<file path="src/gfcpg_pkg.sv">
// Shared types, constants and a helper function for the GBM fine/coarse path generator.
package gfcpg_pkg;

  // Level limit and Taylor series length of the exp unit
  localparam logic [4:0] MAX_LEVEL = 5'd16;
  localparam logic [3:0] EXP_TERMS = 4'd12;

  // Fixed-point constants of the exp unit (Q.30)
  localparam logic signed [31:0] LOG2E_Q30 = 32'sd1549082005;
  localparam logic [29:0]        LN2_Q30   = 30'd744261118;
  localparam logic [30:0]        ONE_Q30   = 31'h4000_0000;

  // Queue between front and back
  localparam int QUEUE_DEPTH = 2;
  localparam int QPTR_W      = $clog2(QUEUE_DEPTH);
  localparam int QCNT_W      = $clog2(QUEUE_DEPTH + 1);

  // Configuration register indexes
  localparam int CFG_IDX_W = 3;
  typedef enum logic [CFG_IDX_W-1:0] {
    REG_INITIAL_PRICE = 3'd0,
    REG_DRIFT         = 3'd1,
    REG_DIFFUSION     = 3'd2,
    REG_LEVEL         = 3'd3,
    REG_PATHS         = 3'd4
  } gfcpg_reg_t;

  // Configuration register file contents
  typedef struct packed {
    logic [31:0]        initial_price;
    logic signed [31:0] drift_per_step;
    logic [30:0]        diffusion_per_step;
    logic [4:0]         level_log2_steps;
    logic [15:0]        paths_in_batch;
  } gfcpg_cfg_t;

  // One classified step handed from front to back
  typedef struct packed {
    logic signed [31:0] fine_log;
    logic signed [31:0] coarse_log;
    logic               coarse_valid;
    logic               path_end;
    logic               batch_end;
  } gfcpg_item_t;

  // floor(2^32 / n) for n = 1..12; n = 1 uses all ones, fixed by the remainder step
  function automatic logic [31:0] gfcpg_recip(input logic [3:0] n);
    logic [31:0] r;
    case (n)
      4'd1:    r = 32'hFFFF_FFFF;
      4'd2:    r = 32'h8000_0000;
      4'd3:    r = 32'h5555_5555;
      4'd4:    r = 32'h4000_0000;
      4'd5:    r = 32'h3333_3333;
      4'd6:    r = 32'h2AAA_AAAA;
      4'd7:    r = 32'h2492_4924;
      4'd8:    r = 32'h2000_0000;
      4'd9:    r = 32'h1C71_C71C;
      4'd10:   r = 32'h1999_9999;
      4'd11:   r = 32'h1745_D174;
      4'd12:   r = 32'h1555_5555;
      default: r = 32'hFFFF_FFFF;
    endcase
    return r;
  endfunction

endpackage

</file>
<file path="src/gfcpg_front.sv">
// Front end: takes normal samples, updates fine/coarse log sums and path counters.
module gfcpg_front import gfcpg_pkg::*; (
  input  logic               clk,
  input  logic               rst,
  input  logic               push,
  output logic               full,
  input  logic signed [15:0] normal_sample,
  input  gfcpg_cfg_t         cfg,
  input  logic               q_full,
  output logic               q_push,
  output gfcpg_item_t        q_item
);

  typedef enum logic [1:0] {
    F_IDLE = 2'b01,
    F_ADD  = 2'b10
  } fstate_t;

  fstate_t            state;
  logic signed [31:0] fine_sum;
  logic signed [31:0] coarse_sum;
  logic signed [15:0] pair_first;
  logic [16:0]        step_index;
  logic [15:0]        path_index;
  logic signed [15:0] sample;
  logic signed [47:0] prod_f;
  logic signed [48:0] prod_c;

  logic               accept;
  logic signed [16:0] pair_sum;
  logic [4:0]         lvl;
  logic [17:0]        steps;
  logic [15:0]        paths;
  logic               second, pend, bend;
  logic signed [47:0] rnd_f;
  logic signed [48:0] rnd_c;
  logic signed [39:0] sum_f, sum_c;
  logic signed [31:0] sat_f, sat_c;

  // Clamp a wide sum to the signed 32-bit range
  function automatic logic signed [31:0] sat32(input logic signed [39:0] v);
    logic signed [31:0] r;
    if (v > 40'sd2147483647) begin
      r = 32'sh7FFF_FFFF;
    end else if (v < -40'sd2147483648) begin
      r = 32'sh8000_0000;
    end else begin
      r = v[31:0];
    end
    return r;
  endfunction

  assign full   = (state != F_IDLE) || q_full;
  assign accept = push && !full;
  assign pair_sum = 17'(pair_first) + 17'(normal_sample);

  // Step count and end-of-path / end-of-batch decode
  always_comb begin
    lvl = cfg.level_log2_steps;
    if (lvl == 5'd0) begin
      lvl = 5'd1;
    end else if (lvl > MAX_LEVEL) begin
      lvl = MAX_LEVEL;
    end
    steps  = 18'd1 << lvl;
    paths  = (cfg.paths_in_batch == 16'd0) ? 16'd1 : cfg.paths_in_batch;
    second = step_index[0];
    pend   = (18'(step_index) + 18'd1) >= steps;
    bend   = pend && ((17'(path_index) + 17'd1) >= 17'(paths));
  end

  // Rounded diffusion terms plus drift, saturated into the sums
  always_comb begin
    rnd_f = (prod_f + 48'sd2048) >>> 12;
    rnd_c = (prod_c + 49'sd2048) >>> 12;
    sum_f = 40'(fine_sum) + 40'(cfg.drift_per_step) + 40'(rnd_f);
    sum_c = 40'(coarse_sum) + (40'(cfg.drift_per_step) <<< 1) + 40'(rnd_c);
    sat_f = sat32(sum_f);
    sat_c = sat32(sum_c);
  end

  assign q_push              = (state == F_ADD);
  assign q_item.fine_log     = sat_f;
  assign q_item.coarse_log   = sat_c;
  assign q_item.coarse_valid = second;
  assign q_item.path_end     = pend;
  assign q_item.batch_end    = bend;

  // Control and products
  always_ff @(posedge clk) begin
    if (rst) begin
      state <= F_IDLE;
    end else begin
      case (state)
        F_IDLE: if (accept) state <= F_ADD;
        F_ADD:  state <= F_IDLE;
        default: state <= F_IDLE;
      endcase
    end
    if (accept) begin
      sample <= normal_sample;
      prod_f <= $signed({1'b0, cfg.diffusion_per_step}) * normal_sample;
      prod_c <= $signed({1'b0, cfg.diffusion_per_step}) * pair_sum;
    end
  end

  // Path state
  always_ff @(posedge clk) begin
    if (rst) begin
      fine_sum   <= '0;
      coarse_sum <= '0;
      pair_first <= '0;
      step_index <= '0;
      path_index <= '0;
    end else if (state == F_ADD) begin
      if (pend) begin
        fine_sum   <= '0;
        coarse_sum <= '0;
        pair_first <= '0;
        step_index <= '0;
        path_index <= bend ? 16'd0 : path_index + 16'd1;
      end else begin
        fine_sum   <= sat_f;
        step_index <= step_index + 17'd1;
        if (second) begin
          coarse_sum <= sat_c;
        end else begin
          pair_first <= sample;
        end
      end
    end
  end

  // A step beat always finishes in the cycle after its accept
  a_add_one_cycle: assert property (@(posedge clk) disable iff (rst)
    (state == F_ADD) |=> (state == F_IDLE))
    else $error("front stayed in add state");

endmodule

</file>
<file path="config.mk">
export PLATFORM = sky130hd
export DESIGN_NAME = gfcpg_front
export DESIGN_NICKNAME = d
export VERILOG_FILES = /design/src/gfcpg_pkg.sv /design/src/gfcpg_front.sv
export SDC_FILE = /design/constraint.sdc
export NUM_CORES = 2
export LEC_CHECK = 0
export ABC_CLOCK_PERIOD_IN_PS = 11640
export BUFFER_PORTS_ARGS = -buffer_cell sky130_fd_sc_hd__buf_2
export CAP_MARGIN = 40
export CORE_MARGIN = 10
export CORE_UTILIZATION = 45
export CTS_CLUSTER_DIAMETER = 50
export CTS_CLUSTER_SIZE = 12
export DETAILED_ROUTE_END_ITERATION = 10
export PLACE_DENSITY_LB_ADDON = 0.05
export SKIP_CTS_REPAIR_TIMING = 1
export SLEW_MARGIN = 5
export SYNTH_ARGS = -nofsm -noshare
export SYNTH_HDL_FRONTEND = slang
export SYNTH_SLANG_ARGS = --single-unit
</file>
<file path="constraint.sdc">
create_clock -name clk -period 11.64 [get_ports clk]
set_input_delay 2.328 -clock clk [delete_from_list [all_inputs] [get_ports clk]]
set_output_delay 2.328 -clock clk [all_outputs]
set_load 0.05 [all_outputs]
</file>
* Word level (Yosys, flattened, before mapping)
Index checks and enable logic that the tools add are counted. W data, S select, Z words.
Storage, ports and cells: register bits 228, input port bits 136, output and inout port bits 69, word-level logic and storage cells 60
Operators by class: add/subtract/negate cells 11, multipliers 2, $lt $le $gt $ge 7, equal/unequal tests 4, shifts and indexed selects 1, mux-type cells 14, bitwise logic cells 1, reductions and logical operators 11
Operator list (number):
- $mux W32 | 7
- $mux W16 | 4
- $add A49 B13 Y49 const B | 1
- $mul A32 B17 Y49 | 1
- $add A48 B13 Y48 const B | 1
- $mul A32 B16 Y48 | 1
- $add A34 B37 Y38 | 1
- $gt A38 B32 Y1 const B | 1
- $lt A38 B32 Y1 const B | 1
- $add A33 B36 Y37 | 1
- $gt A37 B32 Y1 const B | 1
- $lt A37 B32 Y1 const B | 1
- $add A32 B33 Y34 | 1
- $add A32 B32 Y33 | 1
- $add A17 B1 Y18 const B | 1
- $ge A18 B18 Y1 | 1
- $shl A1 B5 Y18 const A | 1
- $add A16 B1 Y17 const B | 1
- $add A16 B16 Y17 | 1
- $add A17 B1 Y17 const B | 1
- $ge A17 B16 Y1 | 1
- $mux W17 | 1
- $add A16 B1 Y16 const B | 1
- $logic_not A16 Y1 | 1
- 13 further kinds | 18

* Depth between registers and ports, before layout
depth after elaboration 7, mapped depth 37, mapped depth without buffers 36

* Least setup slack after synthesis
Ideal clock, no wire load.
kind input to register, from input normal_sample[1], to register prod_c[41], data pin, library setup time 0.258 ns, data arrival time 10.205 ns, required time 11.382 ns, path slack 1.177 ns, stages on the path 32, buffers on the path 2, path through clkbuf_1 -> inv_1 -> fa_1 -> nor2b_1 -> o21ai_0 -> a21boi_0 -> o21ai_0 -> a21boi_0 -> o2111ai_1 -> nand3_1 -> nand2_1 -> xnor2_1 -> clkbuf_1 -> nand2_1 -> fa_1 -> inv_1 -> fa_1 -> fa_1 -> fa_1 -> fa_1 -> inv_1 -> fa_1 -> inv_1 -> ha_1 -> nand4_1 -> o31ai_1 -> o21ai_1 -> o311ai_1 -> o2111ai_1 -> o21ai_0 -> a21oi_1 -> xnor2_1
Between the ends: word-level cells in the longest chain between the ends 2
Ends and longest elaborated chain:
- from (decl) | line gfcpg_front.sv:7 | input logic signed [15:0] normal_sample,
- $add A16 B16 Y17 | line gfcpg_front.sv:55 | assign pair_sum = 17'(pair_first) + 17'(normal_sample);
- $mul A32 B17 Y49 | line gfcpg_front.sv:103 | prod_c <= $signed({1'b0, cfg.diffusion_per_step}) * pair_sum;
- to (signal assigned) | line gfcpg_front.sv:103
- to (decl) | line gfcpg_front.sv:27 | logic signed [48:0] prod_c;
No other way between the ends. A chain may end at the register's enable or synchronous reset.

* Worst setup path in the final report
from input normal_sample[1], to register prod_c[48], data pin
Same word-level chain as after synthesis.

==> impl_results.md <==
- Worst EP arrival: 11.08 ns
- Number of flops mapped to enable cells by yosys: 91
- Top-count cell post-synth: inv_1
- Crit Path Category: in -> reg
- Met1 WL: 69.95 mm
- First-pass GRT wire length: 229.8 mm
- Placed instance area: 52180 µm²
- Final setup fails: 0
- XOR/XNOR share of the synthesized area: 4.497%
- Cell count after synthesis: 5699
- GRT overflow: 0
- Post-synth top area share: 37.01%
- Crit path max-delay cell type: fa_1
- Full die area: 123100 µm²
- Die X: 350.9 µm
- RePlAce Congestion: 0.8818
- Largest cells by area after synthesis: fa_1 37%, ha_1 11%, inv_1 9.6%
- Max-slew violations: 0
- # placed instances: 7135
- Adder-Cell Fraction of Synth Area: 47.85%
- DR DRC count: 0
- Final TNS setup: 0 ns
- Post-synth top cells: 1266 x inv_1, 911 x fa_1, 795 x nand2_1
- Std cell rows: 121
- Routed Antenna Nets: 0
- Top_reg_cell synth: dfxtp_1
- Crit-path max FO: 18
- CP endpoint kind: register
- Largest family of logic cells by synthesized area: adder cells
- Worst EP required: 11.94 ns
- Starting DRT DRC Count: 2099
- Post-synth ARST share: 0%
- Wire per inst: 20.10 µm
- Total routed wirelength: 144.9 mm
- # IOs: 205
- Largest net degree at the start of global routing: 62
- Area Growth Syn to Fin: 8.306%
- CTS H-Tree Depth: 2
- Yosys cell types: 86
- Mux cell area share after synthesis: 0.04063%
- Initial DRT Pass Iterations: 5
- Final instance area: 53370 µm²
- Core Region: 108900 µm²
- Max Root-Sink Buffers: 3
- Starting Density: 45.27%
- Vias in the first global route: 39230
- WL met2: 63.52 mm
- Clk_skew: 0.02740 ns
- Layout Cells excl Fill: 7209
- Slowest stage delay, CP: 0.57 ns
- Minimum clock period: 10.78 ns
- Max Used Layer: met5
- Port Buffers: 172
- Vias/cell: 5.227
- HP Class: reg -> reg
- DIE HEIGHT: 350.9 µm
- Detail Placement HPWL: 115.7 mm
- WP buf/inv: 5
- Fin nets: 7234
- Synth warnings: 0
- Share of layout cells above drive strength 1: 7.290%
- Clock Tree Root: clkbuf_16
- Antenna violations before repair: 10
- Flops & latches, synth: 206
- TritonCTS Buffers: 37
- Worst skew pair latency: 0.59 ns
- Register area share after synthesis: 10.22%
- Worst path top cell family by delay: adder cells
- Clock-pin slew on the worst setup and hold paths: 0.05 ns
- Max transition margin: 35.95%
- Final hold violations: 0
- Worst slew pin tran: 0.9583 ns
- Post-Synth Simple-Gate Area: 16.06%
- Vias: 37680
- CP most frequent cell: fa_1
- Max cap viols: 0
- Mapped Area: 49270 µm²
- RSZ-0062 raised after global routing: false
- Outcome: finished, final reports clean
- Largest area contributor in the netlist: fa_1
- CTS tree: built
- Final Cycle Share: 92.65%
- Metal3 WL: 8.445 mm
- Syn Area/Cell: 8.646 µm²
- F_max: 0.09272 GHz
- CP Launch Type: input pin
- Synth Area in Compound Gates: 9.573%
- Post-Syn Nets: 7173
- Clock sink count: 206
- Overall routing resource usage: 23.97%
-- layer usage --
metal / global-route usage (%) / vias to the layer above
met5: 0 / -
met4: 4.540 / 8
met3: 3.584 / 153
met2: 37.25 / 835
met1: 35.37 / 19080
li1: - / 17600
-- sequential cells by signal (all words and copies together) (netlist names) --
register    cells
coarse_sum     32
path_index     16
state           2
step_index     17
sample         16
prod_c         38
pair_first     16
prod_f         37
fine_sum       32
-- final timing paths --
check	end	startpoint	slack [ns]	depth (start not counted)
worst max-delay path	prod_c[48]	normal_sample[1]	0.86	33
worst min-delay path	coarse_sum[5]	coarse_sum[5]	0.45	2
worst max register to register	prod_c[48]	pair_first[1]	2.40	32
worst min register to register	coarse_sum[5]	coarse_sum[5]	0.45	2
-- per-stage QoR --
step	hold slack [ns]	setup WS (ns)	util, %
2_1_floorplan	0.4250	1.177	-
3_3_place_gp	0.4355	0.2783	47.66
3_5_place_dp	0.4427	0.2965	47.93
4_1_cts	0.4534	0.8861	49.01
5_1_grt	0.4735	0.1755	49.02
6_report	0.4494	0.8553	49.03
-- cell usage in the layout (no fill, tap or decap), types with 80 or more instances in the layout --
cell type	n
nor2_1	150
o21ai_0	181
dfxtp_1	115
xor2_1	111
fa_1	910
buf_4	94
xnor2_1	131
edfxtp_1	91
nand2_1	795
a21o_1	80
a21oi_1	163
ha_1	427
and2_1	342
nand3_1	86
buf_2	172
inv_1	1266
-- logic make-up (layout without fill, tap and decap cells) --
kind of cell	Yosys count	count (layout)
adder cells (fa/ha/maj)	1338	1338
AO/OA/AOI/OAI	703	703
buffers and inverters	1533	1623
XOR/XNOR	253	253
other	2	8
AND/OR/NAND/NOR	1662	1662
flip-flops	206	206
multiplexers	2	2
-- worst min-delay path: stages (launching register included) --
cell	delay [ns]
dfxtp_1	0.32
nand2_1	0.04
o21ai_0	0.05
-- cell type report --
cell class	instances	area [µm²]
clock buffers	44	972.2
inverters	1267	4756
flip-flops and latches	206	5035
repair buffers	288	2028
well taps	1414	1769
multi-input cells	3960	38590
fillers	10690	55490
clock inverters	24	203.9
diodes	6	15.01
Power is not shown: default switching activity piles up to over one toggle a cycle in this logic, so the estimate is an artifact.
