**config.mk**
```make
export PLATFORM = sky130hd
export DESIGN_NAME = gfcpg_queue
export DESIGN_NICKNAME = d
export VERILOG_FILES = /design/src/gfcpg_pkg.sv /design/src/gfcpg_queue.sv
export SDC_FILE = /design/constraint.sdc
export NUM_CORES = 1
export LEC_CHECK = 0
export BUFFER_PORTS_ARGS = -buffer_cell sky130_fd_sc_hd__buf_2
export CAP_MARGIN = 20
export CORE_ASPECT_RATIO = 1.1
export CORE_MARGIN = 5
export CORE_UTILIZATION = 50
export DETAILED_ROUTE_END_ITERATION = 8
export GPL_TIMING_DRIVEN = 0
export PLACE_DENSITY = 0.82
export SLEW_MARGIN = 0
export SYNTH_ARGS = -nofsm -noshare
export SYNTH_HDL_FRONTEND = slang
export SYNTH_SLANG_ARGS = --single-unit
```
**constraint.sdc**
```tcl
create_clock -name clk -period 4.9 [get_ports clk]
set_clock_uncertainty 0.1 [all_clocks]
set_input_delay 0.98 -clock clk [delete_from_list [all_inputs] [get_ports clk]]
set_output_delay 0.98 -clock clk [all_outputs]
set_load 0.01 [all_outputs]
```
**src/gfcpg_pkg.sv**
```systemverilog
// Shared types, constants and a helper function for the GBM fine/coarse path generator.
package gfcpg_pkg;

  // Level limit and Taylor series length of the exp unit
  localparam logic [4:0] MAX_LEVEL = 5'd16;
  localparam logic [3:0] EXP_TERMS = 4'd12;

  // Fixed-point constants of the exp unit (Q.30)
  localparam logic signed [31:0] LOG2E_Q30 = 32'sd1549082005;
  localparam logic [29:0]        LN2_Q30   = 30'd744261118;
  localparam logic [30:0]        ONE_Q30   = 31'h4000_0000;

  // Queue between front and back
  localparam int QUEUE_DEPTH = 2;
  localparam int QPTR_W      = $clog2(QUEUE_DEPTH);
  localparam int QCNT_W      = $clog2(QUEUE_DEPTH + 1);

  // Configuration register indexes
  localparam int CFG_IDX_W = 3;
  typedef enum logic [CFG_IDX_W-1:0] {
    REG_INITIAL_PRICE = 3'd0,
    REG_DRIFT         = 3'd1,
    REG_DIFFUSION     = 3'd2,
    REG_LEVEL         = 3'd3,
    REG_PATHS         = 3'd4
  } gfcpg_reg_t;

  // Configuration register file contents
  typedef struct packed {
    logic [31:0]        initial_price;
    logic signed [31:0] drift_per_step;
    logic [30:0]        diffusion_per_step;
    logic [4:0]         level_log2_steps;
    logic [15:0]        paths_in_batch;
  } gfcpg_cfg_t;

  // One classified step handed from front to back
  typedef struct packed {
    logic signed [31:0] fine_log;
    logic signed [31:0] coarse_log;
    logic               coarse_valid;
    logic               path_end;
    logic               batch_end;
  } gfcpg_item_t;

  // floor(2^32 / n) for n = 1..12; n = 1 uses all ones, fixed by the remainder step
  function automatic logic [31:0] gfcpg_recip(input logic [3:0] n);
    logic [31:0] r;
    case (n)
      4'd1:    r = 32'hFFFF_FFFF;
      4'd2:    r = 32'h8000_0000;
      4'd3:    r = 32'h5555_5555;
      4'd4:    r = 32'h4000_0000;
      4'd5:    r = 32'h3333_3333;
      4'd6:    r = 32'h2AAA_AAAA;
      4'd7:    r = 32'h2492_4924;
      4'd8:    r = 32'h2000_0000;
      4'd9:    r = 32'h1C71_C71C;
      4'd10:   r = 32'h1999_9999;
      4'd11:   r = 32'h1745_D174;
      4'd12:   r = 32'h1555_5555;
      default: r = 32'hFFFF_FFFF;
    endcase
    return r;
  endfunction

endpackage

```
**src/gfcpg_queue.sv**
```systemverilog
// Short queue of classified steps between front and back.
module gfcpg_queue import gfcpg_pkg::*; (
  input  logic        clk,
  input  logic        rst,
  input  logic        wr_en,
  input  gfcpg_item_t wr_item,
  output logic        q_full,
  input  logic        rd_en,
  output gfcpg_item_t rd_item,
  output logic        q_empty
);

  gfcpg_item_t             mem [QUEUE_DEPTH];
  logic [QPTR_W-1:0]       wr_ptr, rd_ptr;
  logic [QCNT_W-1:0]       cnt;

  assign q_full  = (cnt == QCNT_W'(QUEUE_DEPTH));
  assign q_empty = (cnt == '0);
  assign rd_item = mem[rd_ptr];

  // Storage
  always_ff @(posedge clk) begin
    if (wr_en) mem[wr_ptr] <= wr_item;
  end

  // Pointers and fill count
  always_ff @(posedge clk) begin
    if (rst) begin
      wr_ptr <= '0;
      rd_ptr <= '0;
      cnt    <= '0;
    end else begin
      if (wr_en) wr_ptr <= (wr_ptr == QPTR_W'(QUEUE_DEPTH - 1)) ? '0 : wr_ptr + 1'b1;
      if (rd_en) rd_ptr <= (rd_ptr == QPTR_W'(QUEUE_DEPTH - 1)) ? '0 : rd_ptr + 1'b1;
      case ({wr_en, rd_en})
        2'b10:   cnt <= cnt + 1'b1;
        2'b01:   cnt <= cnt - 1'b1;
        default: cnt <= cnt;
      endcase
    end
  end

  a_no_overflow: assert property (@(posedge clk) disable iff (rst)
    !(wr_en && q_full && !rd_en))
    else $error("queue written while full");

  a_no_underflow: assert property (@(posedge clk) disable iff (rst)
    !(rd_en && q_empty))
    else $error("queue read while empty");

endmodule

```
# Yosys cells after proc, flatten, opt, wreduce, memory -nomap -nowiden
# Memory sizes are Yosys's and may differ from the RTL's. A register that Yosys moved wholly into a read port is not among the register bits.
# Cells that the tools add are included.
# op_classes
n_bitwise,0
n_shift,0
n_addsub,4
mux,7
n_reduce_logical,2
n_mul,0
eq_ne,3
magnitude_cmp,0
div_mod_pow,0
# ops
operator,count
two-way mux 1 bit,6
equality test 2 bit (second input constant),2
one-hot mux 2 bit (2 select lines),1
adder 1 bit (second input constant),2
adder 2 x 1 -> 2 bit (second input constant),1
equality test 2 x 1 -> 1 bit (second input constant),1
zero test 2 bit,1
nonzero test 2 bit,1
subtractor 2 x 1 -> 2 bit (second input constant),1
# word_totals
reg_bits,4
romBits,0
in_bits,71
memories,1
mem_bits_rw,134
wordCells,20
latch_bits,0
# mem_list
name,depth,width,rd,rd_clocked_by_memory_dff,wr,line_no,text
mem,2,67,1,1,1,gfcpg_queue.sv:13,gfcpg_item_t mem [QUEUE_DEPTH];

# Depth between registers and ports, before layout
# Gate-level depths: netlist of run 1.
# depth
ltp_word,4
mapped_depth,5

# Worst setup path after synthesis of run 1
# No wires, ideal clock.
# synth_path
kind,input-to-reg
from,input port wr_en
to,memory mem[0][0] (netlist name) (enable)
path_stages,2
setup_time_ns,0.494
path_buffers,0
arrival_time_ns,3.849
slack_ns,0.457
required_ns,4.306
cell_sequence,inv_1 -> nor2_1
# synth_between
elab_chain_len,2
# synth_lines
element,line_no,text
start: declaration,gfcpg_queue.sv:5,"input logic wr_en,"
two-way mux 1 bit,gfcpg_queue.sv:23,if (wr_en) mem[wr_ptr] <= wr_item;
two-way mux 1 bit (not written as such),gfcpg_queue.sv:23,
end: declaration,gfcpg_queue.sv:13,
# Every way passes these cells.

==> results.txt, run 1 <==
* Initial drt markers: ~120
- Layout overhead on the synthesized area: 28.64%
* Wire length of the first global-routing pass: 14050 um
- H-tree Lvls: 4
- CP Launch Type: flop
* Hold Path Sink: cnt[1]
- Depth of the worst hold-timing path: 2
- Width of the die: 105.6 um
- Switching power summed over all nets: 615.7 uW
* Clock-pin slew on the worst setup and hold paths: 60 ps
- Yosys mapped a number of flops with a built-in enable equal to between 100 and 150.
- After legalization and detailed placement, the total HPWL measured 6265 um.
- In this design, the stage delay of the slowest critical-path cell is slightly below 400 ps.
* Placer Congestion: 0.6881
* I/O pins: 140
- After the last flow step, the layout net total stands at 462.
* Cell row count: 38
* Highest net fanout along the worst path: 10
* Clock tree from TritonCTS: built
- Primary flip-flop cell chosen by synthesis mapping: edfxtp_1
* Signal arrival time at the worst endpoint: 1840 ps
- Tightest Pin Transition: 928.5 ps
- The worst path uses 59.55% of the clock period.
- Kind of capture point of the worst setup path: primary output
- The biggest area contributor in the post-synthesis netlist is edfxtp_1.
* Number of warnings reported in the yosys synthesis log: 0
- Most instantiated cells after synthesis: edfxtp_1 (134), mux2_2 (67), nor2_1 (6)
* Post-Synthesis Mean Instance Area: 21.86 sq um
- Switching Fraction: 21.82%
* Hold violation count in the final report: 0
- Final wirelength: a little over 9000 um
* Portion of synthesized cell area occupied by the leading cell type: 80.02%
* Power Density: 436.3 nW/um^2
- Effective utilization at floorplan: 51.09%
- Number of distinct library cells after synthesis: 15
- By instance count, the leading cell after synthesis is edfxtp_1.
- The share of the Yosys chip area taken by registers is 82.01%.
* Sequence of cells on the critical path: buf_4 > buf_4 > mux2_2 > buf_2
* Family of cells with the greatest summed delay on the critical path: buffers and inverters
- Registers are responsible for 49.8% of the overall power.
- Clk buf depth: 2
- Maximum number of pins on one net before global-route repair: around 70
* Post-Syn Nets: 302
- In the final routed layout, each cell accounts on average for 17.54 um.
- The flow ran to the end, and the final reports show no timing, DRC or antenna violations.
- In this run the critical register-to-register path is captured at mem[1][10].
- Unrepaired setup endpoints after global routing: false
* Number of routed nets with antenna violations: 0
- In the routed design, unresolved DRC markers number 0.
- Combined global-route utilization of all metal layers: ~16%
- Cell at the root of the clock tree: clkbuf_8
- Number of global-route vias before repair: 2856
- Adding up every negative setup slack in the final design gives 0 ps.
- After floorplanning, the core was sized to cover 9842 sq um.
- The initial antenna violation count is 0.
* Fraction of registers with async set or reset after synthesis: 0%
- Post-Syn Area: just over 5000 sq um
- Number of buffers added on ports: 139
- Using the TritonRoute via totals, the vias-per-cell ratio works out to 5.002.
- After filler insertion, the fill cell instance count of the layout stands at ~710.
* Number of CTS-inserted buffers: 17
- For the worst setup path, the data required time is between 3000 and 4000 ps.
* Number of gates given a new drive strength after cts: 0
* Part of the power in the clock network: 39.8%
- Die area: 12170 sq um
* Via count: roughly 2600
- Summed over all layers, the global routing overflow is 0.
* Overall power consumption: 2822 uW
* Worst-Skew Late Latency: about 500 ps
- Proportion of power drawn by combinational gates: between 10% and 20%
- Based on the critical path, the design can be clocked at up to 342.7 MHz.
- Fraction of layout instances using a drive strength above 1: 61.29%
* Max-cap violation count: 0
* Sinks on Clock Net: 139
* WS Path Type: flop to primary output
- Final period demand of the worst path: 2918 ps
- The worst hold path begins at cnt[1].
- The pre-antenna-repair detailed-routing pass consisted of 4 iterations.
* Slew margin rel.: roughly two fifths
- For this design the static power due to leakage is 0.002445 uW.
* Slowest-stage cell, CP: dfxtp_1
- Once the clock tree was built, the setup fixing pass inserted 0 buffers.
- Critical R2R Launch: wr_ptr
* Internal power component: 2206 uW
- Cell types occupying the most area after synthesis: edfxtp_1 (80%), mux2_2 (15%), dfxtp_1 (2.0%), buf_4 (0.60%), xnor2_1 (0.52%)
* Most Frequent Cell on Critical Path: buf_4
- Number of diodes: 0
- The tightest min-delay check is of the flop to flop type.
- Count of endpoints failing setup in the final report: 0
* Total buffers and inverters traversed by the critical path: 3
* Flops & latches, synth: 139
* Die Y-Extent: 115.2 um
* Length in cells of the worst reg-to-reg path: 1
- The max-slew violation total from the final report is 0.
- Buffers inserted to repair hold after CTS numbered 0.
- Final core utilization: 65.73%
- Number of instances in the synthesized netlist: 230
* Peak ir drop on the vdd network: about 0.00025 V
* Reg2Reg Setup Slack: ~3200 ps
## power by group through the flow
stage,registers [uW],logic (uW),clock network [uW]
after global placement,1430,280,0
final,1410,293,1120
after detailed placement,1430,298,0
after CTS,1410,300,1150
after floorplan,1430,164,0
after global routing,1410,320,1220
## cells by family after synthesis
| kind of cell | count (synthesis) | synth area share, % |
|---|---|---|
| multiplexers | 67 | 15.00 |
| XOR/XNOR | 4 | 0.6968 |
| adder cells (fa/ha/maj) | 1 | 0.2488 |
| flip-flops | 139 | 82.01 |
| AO/OA/AOI/OAI | 2 | 0.1989 |
| AND/OR/NAND/NOR | 9 | 0.8710 |
| buffers and inverters | 8 | 0.9703 |
## registers in the layout, indices dropped and copies added (netlist names), named ones only
name / flops
wr_ptr: 1
rd_ptr: 1
mem: 134
cnt: 2
## per-stage QoR
step | cell area (sq um) | hold slack (ps) | cells | setup slack [ps]
2_1_floorplan | 5029 | 361.4 | 230 | 457.5
3_3_place_gp | 5874 | 386.3 | 489 | -1113
3_5_place_dp | 5932 | 435.8 | 491 | 2476
4_1_cts | 6469 | 449.4 | 523 | 1925
5_1_grt | 6469 | 461.4 | 523 | 1861
6_report | 6469 | 439.8 | 523 | 1982
## cell usage in the layout, fill, tap and decap left out
cell type / synthesis / final
a21oi_1: 1 / 1
and2_4: 0 / 1
and2b_2: 1 / 1
buf_12: 0 / 1
buf_16: 0 / 1
buf_2: 3 / 142
buf_4: 4 / 4
bufinv_16: 0 / 1
clkbuf_1: 0 / 2
clkbuf_16: 0 / 16
clkbuf_8: 0 / 2
clkinv_1: 0 / 1
clkinv_2: 0 / 3
clkinvlp_4: 0 / 7
dfxtp_1: 5 / 5
edfxtp_1: 134 / 134
ha_1: 1 / 1
inv_1: 1 / 1
mux2_2: 67 / 67
nor2_1: 6 / 5
nor2_4: 0 / 1
o21ai_0: 1 / 1
or3_1: 1 / 1
xnor2_1: 3 / 3
xor2_1: 1 / 1
## worst max-delay path by stage
stage	slack [ps]	end	from	cells past startpoint
floorplan	460	mem[0][0]	wr_en	2
global placement	-1110	mem[0][23]	wr_en	3
detailed placement	2480	rd_item[46]	flop	4
CTS	1920	rd_item[27]	flop	4
global route	1860	rd_item[27]	flop	4
finish	1980	rd_item[45]	flop	4
## layer usage
layer	track usage, %	share of wire, %	up-vias
li1	-	-	1231
met1	15.97	37	1281
met2	28.19	55	94
met3	6.120	7.3	10
met4	6.649	1.2	0
met5	0	0	-
## final cells by class
class	instances	area, sq um	share of cell area [%]
timing repair buffer	141	743.2	11.49
tap	120	150.1	2.321
inverter	1	3.754	0.05803
clock inverter	12	101.3	1.567
multi-input combinational	83	865.8	13.38
buffer	7	45.04	0.6963
sequential	139	4124	63.75
clock buffer	20	435.4	6.731
(Power assumes the default switching activity.)
==> inputs of run 2 (changes only) <==
- ABC_AREA: default -> 1
- clock period: 4.9 -> 2.84 ns (I/O delays scaled with it)
==> run 2 against run 1 <==
Effect of this change: sequential cell count unchanged; total power is 85% higher; area after synthesis grew 2.9%; worst hold slack got worse by 190 ps; sequential share of layout area is 2.3 points lower; clock power grew 110%; synthesized cell count rose by 4.8%; non-clock buffer count stayed put; die area increased by 2.6%; utilization shrank 0.22 points; wire length is 4.1% lower; final area rose by 3.8%; largest cell class unchanged.
==> results.txt, run 2 <==
- The flow ran to the end, and the final reports show no timing, DRC or antenna violations.
- The count of state elements after synthesis is 139 (unchanged).
- Registers with the most flip-flops: mem (134), cnt (2)
- Number of warnings reported in the yosys synthesis log: 0 (unchanged)
- The tightest min-delay check is of the input pin to flop type.
- The instance count along the most critical hold path is 1 (-1).
- The register-to-register path setup slack was 1090 ps (-2060 ps).
* Number of buffers added on ports: 139 (unchanged)
- The worst register-to-register path begins at wr_ptr.
- The mean area per synthesized cell was 21.46 sq um (-1.8%).
- Via-per-instance ratio: 4.898 (-2.1%)
- Sequence of cells on the critical path: buf_4 > buf_6 > mux2_4 > buf_2
* Number of filler instances in the final layout: 746 (+5.8%)
* Peak ir drop on the vdd network: 0.0005657 V (+120%)
- The number of buffers added to fix hold violations after cts is 0 (unchanged).
* Via count: 2630 (+0.54%)
* Layout net count: 473 (+2.4%)
- Worst reg2reg endpoint: mem[0][40]
* Total gr overflow: 0 (unchanged)
- The setup path with the least slack is of type flop to primary output.
- The cell count after synthesis is 241 (+4.8%).
- Family of cells with the greatest summed delay on the critical path: buffers and inverters
- The number of primary I/O pins was 140 (unchanged).
- Switching Fraction: 19.99% (-1.8 points)
* Clk buf depth: 2 (unchanged)
- Die area: 12480 sq um (+2.6%)
- The worst relative slew slack came to 42.54% (+4.4 points).
* Number of diodes: 0 (unchanged)
- Max-cap violation count: 0 (unchanged)
- The global-route wire length before repair came to 13610 um (-3.1%).
- Static Leakage: 0.002651 uW (+8.4%)
* Wirelength per Cell: 16.38 um (-6.6%)
- The data required time at the worst endpoint was 2170 ps (-1650 ps).
* Final worst hold slack: 251.8 ps (-188.0 ps)
* Count of endpoints failing setup in the final report: 0 (unchanged)
* Sinks on Clock Net: 139 (unchanged)
* Switching power summed over all nets: 1045 uW (+70%)
- The total power density per cell area came to 779.0 nW/um^2 (+79%).
* Post-CTS repair timing setup buffer count: 0 (unchanged)
- Largest stage delay, worst path: 360 ps (-30 ps)
- CP Launch Type: flop
- The number of iterations in the first detailed-routing pass was 4 (unchanged).
* Final period demand of the worst path: about 2300 ps
- Signal arrival time at the worst endpoint: 1630 ps (-210 ps)
- Leaving out fill and tap cells, the most frequent cell in the layout is buf_2.
- The internal cell power is 4184 uW (+90%).
* Cell at the root of the clock tree: clkbuf_16
- Effective utilization at floorplan: 50.48% (-0.62 points)
- Post-synth EDFFs: 134 (unchanged)
* H-tree Lvls: 4 (unchanged)
- The post-CTS clock slew at the launch and capture registers of the worst setup and hold paths is 60 ps (about the same).
- Part of the power in the clock network: 44.4% (+4.6 points)
- Seq pwr share: 45.9% (-3.9 points)
* Layout overhead on the synthesized area: 29.78%
- The worst hold path begins at wr_item[62].
* Hold Path Sink: mem[0][62]
- Width of the die: 107.0 um (+1.3%)
* Highest clock rate: 434.8 MHz
* Primary flip-flop cell chosen by synthesis mapping: edfxtp_1
* Portion of synthesized cell area occupied by the leading cell type: 77.79% (-2.2 points)
- Number of flip-flops under the largest register name: 134 (unchanged)
* Core area: 10250 sq um (+4.1%)
- The iteration-0 DRC count of the detailed router came to 108 (-11%).
- Final wirelength: 8798 um (-4.1%)
* Post-Syn Area: 5172 sq um (+2.9%)
* Top register by number of flip-flops: mem
- DP Cell Count: 505 (+2.9%)
- Post-Syn Nets: 313 (+3.6%)
* Die Y-Extent: 116.7 um (+1.3%)
* Kind of capture point of the worst setup path: primary output
- Number of CTS-inserted buffers: 17 (unchanged)
- The most common cell in the synthesized netlist is edfxtp_1.
- Worst-Skew Late Latency: 400 ps (-100 ps)
- Leaving out fill and tap cells, the most frequent cells in the layout are buf_2 (142), edfxtp_1 (134), mux2_2 (37).
* Fraction of registers with async set or reset after synthesis: 0% (unchanged)
- Setup repair after global routing left no endpoint under its margin.
- The post-DP HPWL was 6129 um (-2.2%).
- Cell type contributing the most total cell area after synthesis: edfxtp_1
- TritonCTS built the clock tree.
- Number of DRC violations after detailed routing: 0 (unchanged)
* Number of routed nets with antenna violations: 0 (unchanged)
- The overall global routing resource usage was 14.70% (-0.83 points).
- Initial antenna violation count: 0 (unchanged)
* Slowest-stage cell, CP: dfxtp_1
- Pins Over Slew Limit: 0 (unchanged)
- Placer Congestion: 0.6940 (+0.86%)
- The final-report hold violation count was 0 (unchanged).
- The worst-margin pin slew came to 862.0 ps (-66.52 ps).
- The sequential element share of the synthesized area was 79.73% (-2.3 points).
- The worst path uses 80.99% of the clock period.
- The via count of the first global-routing pass is 2846 (-0.35%).
* Total buffers and inverters traversed by the critical path: 3 (unchanged)
- Cell types occupying the most area after synthesis: edfxtp_1 (78%), mux2_4 (8.7%), mux2_2 (8.1%), dfxtp_1 (1.9%), nor2_1 (0.73%)
* Highest net fanout along the worst path: 10 (unchanged)
- By count the netlist is led by edfxtp_1 (134), mux2_2 (37), mux2_4 (30).
* Cell row count: 39 (+2.6%)
- The power share of the combinational group was 9.7% (-0.7 points).
- The number of standard cells in the layout, taps in and fillers out was 537 (+2.7%).
* Maximum number of pins on one net before global-route repair: 69 (+1.5%)
- The layout cell share with drive strength beyond 1 was 58.94% (-2.4 points).
* Number of distinct library cells after synthesis: 16 (+1)
* Number of gates given a new drive strength after cts: 0 (unchanged)
- Length in cells of the worst reg-to-reg path: 3 (+2)
## run 2: cell count changes in the layout (fill, tap and decap cells not counted), moves of 2 or more
cell        before  now
clkbuf_8         2    0
buf_4            4    1
inv_1            1    6
mux2_2          67   37
clkinv_4         0    3
buf_6            0    3
mux2_4           0   30
bufinv_16        1    5
nand2_1          0    5
clkinv_2         3    1
nor2_1           5    9
clkinvlp_4       7    1
xnor2_1          3    1
## run 2: power groups by stage
stage / clock [uW] / combinational, uW / sequential, uW
after floorplan: 0 / 303 / 2440
final: 2320 / 506 / 2400
after CTS: 2370 / 518 / 2400
after global routing: 2480 / 551 / 2410
after global placement: 0 / 494 / 2440
after detailed placement: 0 / 517 / 2450
## run 2: area by class of cell
type | instances | area, sq um | share of cell area (%)
clock inverters | 12 | 196.4 | 2.926
repair buffers | 141 | 743.2 | 11.07
flip-flops and latches | 139 | 4124 | 61.44
multi-input cells | 88 | 973.4 | 14.50
well taps | 123 | 153.9 | 2.293
plain buffers | 7 | 56.30 | 0.8388
inverters | 7 | 28.78 | 0.4287
clock buffers | 20 | 436.7 | 6.505
## run 2: metal layers
layer / track usage (%) / vias up / routed length [um]
met2: 25.82 / 89 / 4700
met3: 5.307 / 6 / 558
met4: 5.627 / 0 / 68
li1: - / 1255 / -
met1: 16.52 / 1280 / 3471
met5: 0 / - / 0
## run 2: kinds of logic (layout without fill, tap and decap cells)
kind of cell | after synthesis | after routing | share of synthesized area, %
flops | 139 | 139 | 79.73
mux | 67 | 67 | 16.76
simple gates | 17 | 17 | 1.306
buf+inv | 14 | 187 | 1.597
compound gates | 2 | 2 | 0.1933
fa+ha+maj | 1 | 1 | 0.2419
xor+xnor | 1 | 1 | 0.1694
## run 2: stage by stage
step / power [uW] / setup slack (ps) / setup TNS (ps) / utilization [%] / cell area (sq um)
floorplan: 2741 / 382.1 / 0 / - / 5180
global placement: 2937 / -427.4 / -28660 / 58.84 / 6030
detailed placement: 2962 / 679.2 / 0 / 59.33 / 6080
CTS: 5287 / 496.2 / 0 / 65.51 / 6713
global route: 5441 / 430.1 / 0 / 65.51 / 6713
finish: 5230 / 540.0 / 0 / 65.51 / 6713
## run 2: worst max-delay path by stage
stage	to	startpoint	cells after the start
2_1_floorplan	mem[1][0]	wr_en	2
3_3_place_gp	mem[1][26]	wr_en	3
3_5_place_dp	mem[0][44]	wr_en	5
4_1_cts	rd_item[28]	flop	4
5_1_grt	rd_item[38]	flop	4
6_report	rd_item[28]	flop	4
## run 2: worst reg2reg max path: stages (launching register included)
cell and delay, ps:
dfxtp_1 340, nor2_4 530, buf_16 250, buf_12 210
